File: config.mk
export PLATFORM = sky130hd
export DESIGN_NAME = incremental_pivot_rotation_unit
export DESIGN_NICKNAME = d
export VERILOG_FILES = /design/src/sv/ipr_pkg.sv /design/src/sv/ipr_rotate.sv /design/src/sv/ipr_vertex_out.sv /design/src/sv/incremental_pivot_rotation_unit.sv
export SDC_FILE = /design/constraint.sdc
export NUM_CORES = 2
export LEC_CHECK = 0
export BUFFER_PORTS_ARGS = -buffer_cell sky130_fd_sc_hd__buf_2
export CAP_MARGIN = 10
export CORE_MARGIN = 5
export CORE_UTILIZATION = 27
export DETAILED_ROUTE_END_ITERATION = 6
export GPL_ROUTABILITY_DRIVEN = 0
export PLACE_DENSITY_LB_ADDON = 0.1
export SYNTH_ARGS = -nofsm -noshare
export SYNTH_HDL_FRONTEND = slang
export SYNTH_HIERARCHICAL = 1
export SYNTH_SLANG_ARGS = --single-unit
File: constraint.sdc
create_clock -name clk_i -period 37.5 [get_ports clk_i]
set_clock_uncertainty 0.05 [all_clocks]
set_input_delay 7.5 -clock clk_i [delete_from_list [all_inputs] [get_ports clk_i]]
set_output_delay 7.5 -clock clk_i [all_outputs]
set_load 0.02 [all_outputs]
File: src/sv/ipr_pkg.sv
// shared widths, request/result structs for the incremental pivot rotation unit
package ipr_pkg;

  localparam int COORD_W   = 10;  // vertex and pivot coordinate width
  localparam int TRIG_W    = 16;  // q1.15 sine/cosine width
  localparam int TRIG_BITS = 15;  // fraction bits of the trig table
  localparam int OFF_W     = 32;  // translation offset width
  localparam int ROT_W     = 28;  // c*x - s*y with 10-bit coords
  localparam int OUT_W     = 12;  // result coordinate width
  localparam int OUT_MAX   = 2047;
  localparam int OUT_MIN   = -2048;

  // one vertex request as it sits in the input register
  typedef struct packed {
    logic               frame_start;
    logic [COORD_W-1:0] pivot_x;
    logic [COORD_W-1:0] pivot_y;
    logic [COORD_W-1:0] orig_x;
    logic [COORD_W-1:0] orig_y;
  } vertex_req_t;

  // rotated vertex terms and the offset that goes with them
  typedef struct packed {
    logic signed [ROT_W-1:0] rot_x;
    logic signed [ROT_W-1:0] rot_y;
    logic signed [OFF_W-1:0] off_x;
    logic signed [OFF_W-1:0] off_y;
  } xform_t;

  // finished result
  typedef struct packed {
    logic signed [OUT_W-1:0] out_x;
    logic signed [OUT_W-1:0] out_y;
    logic                    clipped;
  } vertex_res_t;

endpackage

File: src/sv/ipr_rotate.sv
// offset/angle state, trig table lookup and the vertex rotation products
module ipr_rotate #(
  parameter int ANGLE_STEPS = 72,
  parameter int FRAC_BITS   = 16
) (
  input  logic                 clk_i,
  input  logic                 rst_ni,
  input  logic                 adv_i,    // request leaves the input register
  input  ipr_pkg::vertex_req_t req_i,
  output ipr_pkg::xform_t      xform_o
);
  import ipr_pkg::*;

  localparam int AW = $clog2(ANGLE_STEPS);
  localparam int TAB_N = 2 ** AW;
  // offset minus pivot, pivot scaled up by FRAC_BITS
  localparam int DW = (FRAC_BITS + 12 > 33) ? FRAC_BITS + 12 : 33;
  localparam int PW = DW + TRIG_W + 1;
  localparam int NW = DW + 3;
  localparam longint Q30_ONE = 64'sd1 <<< 30;
  localparam longint HALF_PI_Q30 = 64'sd1686629713;
  localparam logic signed [NW-1:0] OFF_HI = NW'(64'sd2147483647);
  localparam logic signed [NW-1:0] OFF_LO = NW'(-64'sd2147483648);

  // (v*r*r) in q30, truncating after each product
  function automatic longint sq_step(longint v, longint r);
    return (((v * r) / Q30_ONE) * r) / Q30_ONE;
  endfunction

  // q1.15 sine or cosine of 2*pi*k/ANGLE_STEPS, evaluated at elaboration
  function automatic logic signed [TRIG_W-1:0] trig_q15(int k, bit want_sin);
    longint theta, q, r, ts, tc, ss, cs, so, co, v, m;
    theta = (longint'(k) * 4 * HALF_PI_Q30) / ANGLE_STEPS;
    q = theta / HALF_PI_Q30;
    r = theta - q * HALF_PI_Q30;
    ts = r;
    tc = Q30_ONE;
    ss = r;
    cs = Q30_ONE;
    ts = -sq_step(ts, r) / 6;   tc = -sq_step(tc, r) / 2;   ss += ts; cs += tc;
    ts = -sq_step(ts, r) / 20;  tc = -sq_step(tc, r) / 12;  ss += ts; cs += tc;
    ts = -sq_step(ts, r) / 42;  tc = -sq_step(tc, r) / 30;  ss += ts; cs += tc;
    ts = -sq_step(ts, r) / 72;  tc = -sq_step(tc, r) / 56;  ss += ts; cs += tc;
    ts = -sq_step(ts, r) / 110; tc = -sq_step(tc, r) / 90;  ss += ts; cs += tc;
    ts = -sq_step(ts, r) / 156; tc = -sq_step(tc, r) / 132; ss += ts; cs += tc;
    ts = -sq_step(ts, r) / 210; tc = -sq_step(tc, r) / 182; ss += ts; cs += tc;
    ts = -sq_step(ts, r) / 272; tc = -sq_step(tc, r) / 240; ss += ts; cs += tc;
    ts = -sq_step(ts, r) / 342; tc = -sq_step(tc, r) / 306; ss += ts; cs += tc;
    ts = -sq_step(ts, r) / 420; tc = -sq_step(tc, r) / 380; ss += ts; cs += tc;
    ts = -sq_step(ts, r) / 506; tc = -sq_step(tc, r) / 462; ss += ts; cs += tc;
    ts = -sq_step(ts, r) / 600; tc = -sq_step(tc, r) / 552; ss += ts; cs += tc;
    case (q[1:0])
      2'd0: begin
        so = ss;
        co = cs;
      end
      2'd1: begin
        so = cs;
        co = -ss;
      end
      2'd2: begin
        so = -ss;
        co = -cs;
      end
      default: begin
        so = -cs;
        co = ss;
      end
    endcase
    v = want_sin ? so : co;
    m = (v < 0) ? -v : v;
    m = (m + (64'sd1 <<< 14)) >>> 15;
    if (m > 32767) m = 32767;
    if (v < 0) m = -m;
    return TRIG_W'(m);
  endfunction

  localparam logic signed [TRIG_W-1:0] COS_STEP = trig_q15(1, 1'b0);
  localparam logic signed [TRIG_W-1:0] SIN_STEP = trig_q15(1, 1'b1);

  logic signed [TRIG_W-1:0] sin_rom [TAB_N];
  logic signed [TRIG_W-1:0] cos_rom [TAB_N];

  for (genvar k = 0; k < TAB_N; k++) begin : g_rom
    if (k < ANGLE_STEPS) begin : g_used
      assign sin_rom[k] = trig_q15(k, 1'b1);
      assign cos_rom[k] = trig_q15(k, 1'b0);
    end else begin : g_pad
      assign sin_rom[k] = '0;
      assign cos_rom[k] = '0;
    end
  end

  logic signed [OFF_W-1:0] offset_x_q, offset_x_d;
  logic signed [OFF_W-1:0] offset_y_q, offset_y_d;
  logic [AW-1:0]           angle_q, angle_d;

  logic signed [DW-1:0] pxf, pyf, dx, dy;
  logic signed [PW-1:0] rx, ry;
  logic signed [NW-1:0] nx, ny;
  logic                 step;

  function automatic logic signed [OFF_W-1:0] sat_off(logic signed [NW-1:0] v);
    if (v > OFF_HI) return OFF_W'(OFF_HI);
    if (v < OFF_LO) return OFF_W'(OFF_LO);
    return OFF_W'(v);
  endfunction

  assign step = adv_i & req_i.frame_start;

  // rotate the offset about the pivot by one angle step
  assign pxf = {{(DW-COORD_W-FRAC_BITS){1'b0}}, req_i.pivot_x, {FRAC_BITS{1'b0}}};
  assign pyf = {{(DW-COORD_W-FRAC_BITS){1'b0}}, req_i.pivot_y, {FRAC_BITS{1'b0}}};
  assign dx  = {{(DW-OFF_W){offset_x_q[OFF_W-1]}}, offset_x_q} - pxf;
  assign dy  = {{(DW-OFF_W){offset_y_q[OFF_W-1]}}, offset_y_q} - pyf;
  assign rx  = PW'(COS_STEP) * PW'(dx) - PW'(SIN_STEP) * PW'(dy);
  assign ry  = PW'(SIN_STEP) * PW'(dx) + PW'(COS_STEP) * PW'(dy);
  assign nx  = NW'(rx >>> TRIG_BITS) + NW'(pxf);
  assign ny  = NW'(ry >>> TRIG_BITS) + NW'(pyf);

  always_comb begin
    offset_x_d = offset_x_q;
    offset_y_d = offset_y_q;
    angle_d    = angle_q;
    if (req_i.frame_start) begin
      offset_x_d = sat_off(nx);
      offset_y_d = sat_off(ny);
      angle_d    = (angle_q == AW'(ANGLE_STEPS - 1)) ? '0 : angle_q + AW'(1);
    end
  end

  always_ff @(posedge clk_i or negedge rst_ni) begin
    if (!rst_ni) begin
      offset_x_q <= '0;
      offset_y_q <= '0;
      angle_q    <= '0;
    end else if (step) begin
      offset_x_q <= offset_x_d;
      offset_y_q <= offset_y_d;
      angle_q    <= angle_d;
    end
  end

  // rotate the vertex by the (possibly advanced) angle
  logic signed [TRIG_W-1:0]  cs_c, cs_s;
  logic signed [COORD_W:0]   oxs, oys;

  assign cs_c = cos_rom[angle_d];
  assign cs_s = sin_rom[angle_d];
  assign oxs  = {1'b0, req_i.orig_x};
  assign oys  = {1'b0, req_i.orig_y};

  assign xform_o.rot_x = ROT_W'(cs_c) * ROT_W'(oxs) - ROT_W'(cs_s) * ROT_W'(oys);
  assign xform_o.rot_y = ROT_W'(cs_s) * ROT_W'(oxs) + ROT_W'(cs_c) * ROT_W'(oys);
  assign xform_o.off_x = offset_x_d;
  assign xform_o.off_y = offset_y_d;

`ifndef NO_ASSERTIONS
  a_angle_range: assert property (@(posedge clk_i) disable iff (!rst_ni)
    angle_q <= AW'(ANGLE_STEPS - 1))
    else $error("angle index out of range");

  a_angle_wrap: assert property (@(posedge clk_i) disable iff (!rst_ni)
    step && angle_q == AW'(ANGLE_STEPS - 1) |=> angle_q == '0)
    else $error("angle index did not wrap");

  a_state_hold: assert property (@(posedge clk_i) disable iff (!rst_ni)
    !step |=> $stable(angle_q) && $stable(offset_x_q) && $stable(offset_y_q))
    else $error("rotation state moved without a frame start");
`endif

endmodule

File: src/sv/ipr_vertex_out.sv
// final translate, truncate toward zero and saturate of one rotated vertex
module ipr_vertex_out #(
  parameter int FRAC_BITS = 16
) (
  input  ipr_pkg::xform_t      xform_i,
  output ipr_pkg::vertex_res_t res_o
);
  import ipr_pkg::*;

  localparam int SHIFT = FRAC_BITS + TRIG_BITS;
  localparam int SW = ((ROT_W + FRAC_BITS > OFF_W + TRIG_BITS) ?
                       ROT_W + FRAC_BITS : OFF_W + TRIG_BITS) + 1;
  localparam int QW = SW - SHIFT;
  localparam logic signed [SW-1:0] BIAS = {{QW{1'b0}}, {SHIFT{1'b1}}};
  localparam logic signed [QW-1:0] QMAX = QW'(OUT_MAX);
  localparam logic signed [QW-1:0] QMIN = QW'(OUT_MIN);

  // returns {clip, value}
  function automatic logic [OUT_W:0] scale_sat(logic signed [SW-1:0] sum);
    logic signed [SW-1:0] b;
    logic signed [QW-1:0] q;
    b = sum + (sum[SW-1] ? BIAS : '0);
    q = b[SW-1:SHIFT];
    if (q > QMAX) return {1'b1, OUT_W'(OUT_MAX)};
    if (q < QMIN) return {1'b1, OUT_W'(OUT_MIN)};
    return {1'b0, q[OUT_W-1:0]};
  endfunction

  logic signed [SW-1:0] sum_x, sum_y;
  logic [OUT_W:0]       sx, sy;

  assign sum_x = (SW'(xform_i.rot_x) <<< FRAC_BITS) + (SW'(xform_i.off_x) <<< TRIG_BITS);
  assign sum_y = (SW'(xform_i.rot_y) <<< FRAC_BITS) + (SW'(xform_i.off_y) <<< TRIG_BITS);
  assign sx    = scale_sat(sum_x);
  assign sy    = scale_sat(sum_y);

  assign res_o.out_x   = sx[OUT_W-1:0];
  assign res_o.out_y   = sy[OUT_W-1:0];
  assign res_o.clipped = sx[OUT_W] | sy[OUT_W];

endmodule

File: src/sv/incremental_pivot_rotation_unit.sv
// top level: vertex stream in, rotated and translated vertex stream out
// incremental pivot rotation unit. each request carries one polygon vertex and a
// pivot; a request with the frame-start flag (s_axis_tuser) first rotates the stored
// translation offset about that pivot by one angle step (2*pi/ANGLE_STEPS) and
// advances the angle index, then every vertex is rotated about the origin by the
// current angle and shifted by the offset. results are truncated toward zero and
// clamped to 12-bit signed; m_axis_tuser flags a clamped coordinate. the block takes
// one request per cycle while the output is not stalled; a request passes the input
// register, product register and result register. the offset/angle update is a
// combinational loop around the offset registers (one multiply-add on the input
// register contents), so a frame-start request can be followed by another in the
// next cycle. the sine/cosine table holds ANGLE_STEPS constant entries, zero-padded to a
// power of two. when all three registers are full, s_axis_tready follows m_axis_tready.
module incremental_pivot_rotation_unit #(
  parameter int ANGLE_STEPS = 72,  // angle steps per full turn
  parameter int FRAC_BITS   = 16   // fraction bits of the stored offset
) (
  input  logic        clk_i,
  input  logic        rst_ni,
  input  logic        s_axis_tvalid_i,
  output logic        s_axis_tready_o,
  input  logic [39:0] s_axis_tdata_i,   // pivot_x, pivot_y, orig_x, orig_y
  input  logic        s_axis_tuser_i,   // frame_start
  output logic        m_axis_tvalid_o,
  input  logic        m_axis_tready_i,
  output logic [23:0] m_axis_tdata_o,   // out_x, out_y
  output logic        m_axis_tuser_o    // clipped
);
  import ipr_pkg::*;

  // pipeline registers
  logic        s0_valid_q;
  vertex_req_t s0_req_q;
  logic        s1_valid_q;
  xform_t      s1_xf_q;
  logic        out_valid_q;
  vertex_res_t out_res_q;

  logic        out_en, s1_en, s0_en, adv;
  xform_t      xf;
  vertex_res_t res;

  // a stage may load when it is empty or its contents move on this cycle
  assign out_en = !out_valid_q || m_axis_tready_i;
  assign s1_en  = !s1_valid_q || out_en;
  assign s0_en  = !s0_valid_q || s1_en;
  assign adv    = s0_valid_q && s1_en;

  assign s_axis_tready_o = s0_en;

  always_ff @(posedge clk_i or negedge rst_ni) begin
    if (!rst_ni) begin
      s0_valid_q  <= 1'b0;
      s1_valid_q  <= 1'b0;
      out_valid_q <= 1'b0;
    end else begin
      if (s0_en)  s0_valid_q  <= s_axis_tvalid_i;
      if (s1_en)  s1_valid_q  <= s0_valid_q;
      if (out_en) out_valid_q <= s1_valid_q;
    end
  end

  // payload registers, no reset needed
  always_ff @(posedge clk_i) begin
    if (s_axis_tvalid_i && s0_en) begin
      s0_req_q.frame_start <= s_axis_tuser_i;
      s0_req_q.pivot_x     <= s_axis_tdata_i[9:0];
      s0_req_q.pivot_y     <= s_axis_tdata_i[19:10];
      s0_req_q.orig_x      <= s_axis_tdata_i[29:20];
      s0_req_q.orig_y      <= s_axis_tdata_i[39:30];
    end
    if (adv) s1_xf_q <= xf;
    if (s1_valid_q && out_en) out_res_q <= res;
  end

  // offset/angle state and rotation products
  ipr_rotate #(
    .ANGLE_STEPS (ANGLE_STEPS),
    .FRAC_BITS   (FRAC_BITS)
  ) u_rotate (
    .clk_i   (clk_i),
    .rst_ni  (rst_ni),
    .adv_i   (adv),
    .req_i   (s0_req_q),
    .xform_o (xf)
  );

  // translate, truncate and clamp
  ipr_vertex_out #(
    .FRAC_BITS (FRAC_BITS)
  ) u_vertex_out (
    .xform_i (s1_xf_q),
    .res_o   (res)
  );

  assign m_axis_tvalid_o = out_valid_q;
  assign m_axis_tdata_o  = {out_res_q.out_y, out_res_q.out_x};
  assign m_axis_tuser_o  = out_res_q.clipped;

`ifndef NO_ASSERTIONS
  a_s1_fill: assert property (@(posedge clk_i) disable iff (!rst_ni)
    s0_valid_q && !s1_valid_q |=> s1_valid_q)
    else $error("request lost between input and product register");

  a_out_fill: assert property (@(posedge clk_i) disable iff (!rst_ni)
    s1_valid_q && !out_valid_q |=> out_valid_q)
    else $error("request lost between product and result register");

  a_out_hold: assert property (@(posedge clk_i) disable iff (!rst_ni)
    m_axis_tvalid_o && !m_axis_tready_i |=>
      m_axis_tvalid_o && $stable(m_axis_tdata_o) && $stable(m_axis_tuser_o))
    else $error("result changed while stalled");
`endif

endmodule

==> results_dict.tcl <==
set metrics [dict create \
    die_h_um 537 \
    core-area_um2 277000 \
    clk_latency_ns 0.66 \
    finalCritPeriodShare_pct 41.5 \
    fin_cells 11800 \
    postRouteAntennaNets 0 \
    cp_data_required_time_ns 29.95 \
    cp-start-kind "primary input" \
    cp_num_buf_inv 2 \
    grt_pass1_vias 58800 \
    ctsLongestPathBuffers 3 \
    synth_flop_cell "edfxtp_1" \
    firstDrtPassIters 5 \
    slowest_stage "nand4b_2" \
    dp_hpwl_mm 195 \
    row_count 193 \
    yosysWarnings 6 \
    synthSimpleGateAreaFrac_pct 11.7 \
    finalSetupViolations 0 \
    areaGrowthSynthToFinish_pct 8.86 \
    portBuffers 71 \
    crit_family "buffers and inverters" \
    fin_tns_setup_ns 0 \
    first_iter_violations 3280 \
    fmax_ghz 0.0643 \
    fill_cells 29400 \
    vias_per_cell 4.60 \
    overflow 0 \
    syn_inst 8082 \
    io_pins 72 \
    drc 0 \
    grt_setup_unrepaired "false" \
    nNetsFinal 10400 \
    worstPathArrival_ns 8.00 \
    crit_top_cell "buf_2" \
    multi_input_area_um2 60300 \
    routed_wirelength_mm 234 \
    cts_resized 0 \
    die_area_um2 289000 \
    synth_fa_ha_area_share_pct 53.0 \
    yosysSeqAreaShare_pct 9.90 \
    synth_area_um2 75100 \
    dp.cells 11700 \
    maxSlewViolCount 0 \
    hold_path.class "flop to flop" \
    report.final.hold_viol_count 0 \
    fin_crit_ns 15.55 \
    grt_max_degree 96 \
    worst_pin_slew_ns 1.16 \
    synth_edf_count 186 \
    synth_top_family_by_area "adder cells" \
    grtUsageTotal_pct 16.5 \
    slowest_delay_ns 0.21 \
    grt_pass1_wl_mm 369 \
    path_clk_slew_ns 0.05 \
    wl_per_cell_um 19.8 \
    outcome "complete, no violations" \
    die_w_um 537 \
    path_cells "buf_2, nand4b_2, buf_2" \
    whs_ns 0.455 \
    crit_path_end_kind "output pin" \
    critPathKind "primary input to output pin" \
    postSynthAreaPerCell_um2 9.29 \
    dpl_cell_area_um2 80300 \
    synth_xor_area_share_pct 3.84 \
    slew_headroom_pct 22.2 \
    ctsHoldBuffers 0 \
    crit_path_max_fanout 3 \
    grt_antenna_before_repair 13 \
    cts_max_level 2 \
    synth-seq-cells 260 \
    final_area_um2 81800 \
    drive_above_1_share_pct 5.00 \
    synth_cell_types 114 \
    cts.sinks 260 \
    synth.area.mux_share_pct 0.188 \
    seq_area_um2 7440 \
    cap_violations 0 \
    async_flop_share_pct 28.5 \
    cts_tree "done" \
    synth_compound_area_share_pct 11.2 \
    post_cts_buffers 0 \
    numCtsBuffers 44 \
    start_util_pct 27.1 \
    root_buffer "clkbuf_16" \
    num_vias 54300 \
]
==> final timing paths <==
kind                                                     start                             endpoint  slack [ns]  cells past startpoint
setup reg to reg                        s0_req_q[21]$_DFFE_PP_                s1_xf_q[62]$_DFFE_PP_       22.79                     58
hold reg to reg            u_rotate/offset_y_q[16]$_DFFE_PN0P_  u_rotate/offset_y_q[16]$_DFFE_PN0P_        0.46                      2
setup / recovery                               m_axis_tready_i                      s_axis_tready_o       21.95                      3
hold / removal             u_rotate/offset_y_q[16]$_DFFE_PN0P_  u_rotate/offset_y_q[16]$_DFFE_PN0P_        0.46                      2
max in group asynchronous                               rst_ni  u_rotate/offset_y_q[21]$_DFFE_PN0P_       29.74                      2
min in group asynchronous                               rst_ni   u_rotate/offset_x_q[3]$_DFFE_PN0P_        6.70                      1
==> metrics by stage <==
step                      worst slack [ns]  utilization [%]
after global placement               21.94             29.0
final                                21.95             29.5
after detailed placement             21.95             29.0
after CTS                            21.94             29.5
after global routing                 21.80             29.5
after floorplan                      19.46                -
==> cell usage in the layout, fill, tap and decap left out, types with 25 or more instances in the layout <==
| master | Yosys | layout |
|---|---|---|
| and3_1 | 27 | 27 |
| buf_2 | 17 | 70 |
| a311oi_1 | 25 | 25 |
| clkbuf_16 | 0 | 44 |
| edfxtp_1 | 186 | 186 |
| nand2b_1 | 55 | 55 |
| fa_1 | 1397 | 1397 |
| nand4_1 | 47 | 47 |
| o21a_1 | 28 | 28 |
| o21bai_1 | 25 | 25 |
| nand3_1 | 117 | 117 |
| o211ai_1 | 36 | 36 |
| a211oi_1 | 39 | 39 |
| nor2b_1 | 83 | 83 |
| xor2_1 | 107 | 104 |
| nor2_1 | 352 | 351 |
| and2_1 | 259 | 257 |
| a31oi_1 | 97 | 94 |
| buf_4 | 2 | 139 |
| xnor2_1 | 219 | 216 |
| nor3_1 | 86 | 84 |
| or3_1 | 27 | 27 |
| inv_1 | 1722 | 1722 |
| o21ai_1 | 29 | 36 |
| a21boi_0 | 26 | 25 |
| a21oi_1 | 359 | 354 |
| o21ai_0 | 282 | 269 |
| ha_1 | 946 | 946 |
| dfrtp_1 | 74 | 74 |
| nand2_1 | 674 | 673 |
| a21o_1 | 124 | 122 |
==> synth_stat cells, types with 83 or more instances <==
cell type	count	area share, %
nand3_1	117	0.78
inv_1	1722	8.6
and2_1	259	2.2
a31oi_1	97	0.81
a21oi_1	359	2.4
nor2b_1	83	0.69
nand2_1	674	3.4
a21o_1	124	1.2
ha_1	946	16
nor2_1	352	1.8
clkbuf_1	240	1.2
o21ai_0	282	1.9
nor3_1	86	0.57
edfxtp_1	186	7.4
xor2_1	107	1.2
fa_1	1397	37
xnor2_1	219	2.6
==> worst min-delay path, stage by stage, from the launching register on <==
cell and delay [ns]:
dfrtp_1 0.34, a21oi_1 0.06, o21ai_0 0.06
==> cell families (layout without fill, tap and decap cells) <==
family	count (synthesis)	in the layout
mux	13	13
xor+xnor	328	328
fa+ha+maj	2344	2344
compound gates	1301	1301
buf+inv	2007	2016
other cells	1	7
simple gates	1828	1828
flops	260	260
==> area by class of cell <==
| type | instances | area share (%) |
|---|---|---|
| clock inverter | 24 | 0.366 |
| inverter | 1723 | 7.91 |
| multi-input combinational | 5818 | 73.8 |
| timing repair buffer | 212 | 1.76 |
| antenna | 3 | 0.00918 |
| sequential | 260 | 9.10 |
| tap | 3705 | 5.67 |
| clock buffer | 57 | 1.44 |
==> registers in the layout (all words and copies together) (netlist names), 7 cells and up <==
name	count
m_axis_tdata_o	24
s0_req_q	41
s1_xf_q	120
u_rotate/angle_q	7
u_rotate/offset_x_q	32
u_rotate/offset_y_q	32
==> metal layers <==
layer | global-route usage [%] | routed length [µm] | vias up
li1 | - | - | 25900
met5 | 0 | 0 | -
met3 | 1.45 | 7160 | 206
met1 | 24.7 | 118000 | 27300
met2 | 26.0 | 104000 | 872
met4 | 3.09 | 4870 | 0
Power is left out: the tool's default activity adds up to more than one toggle a clock period on the data nets, which glitch-free logic cannot reach.
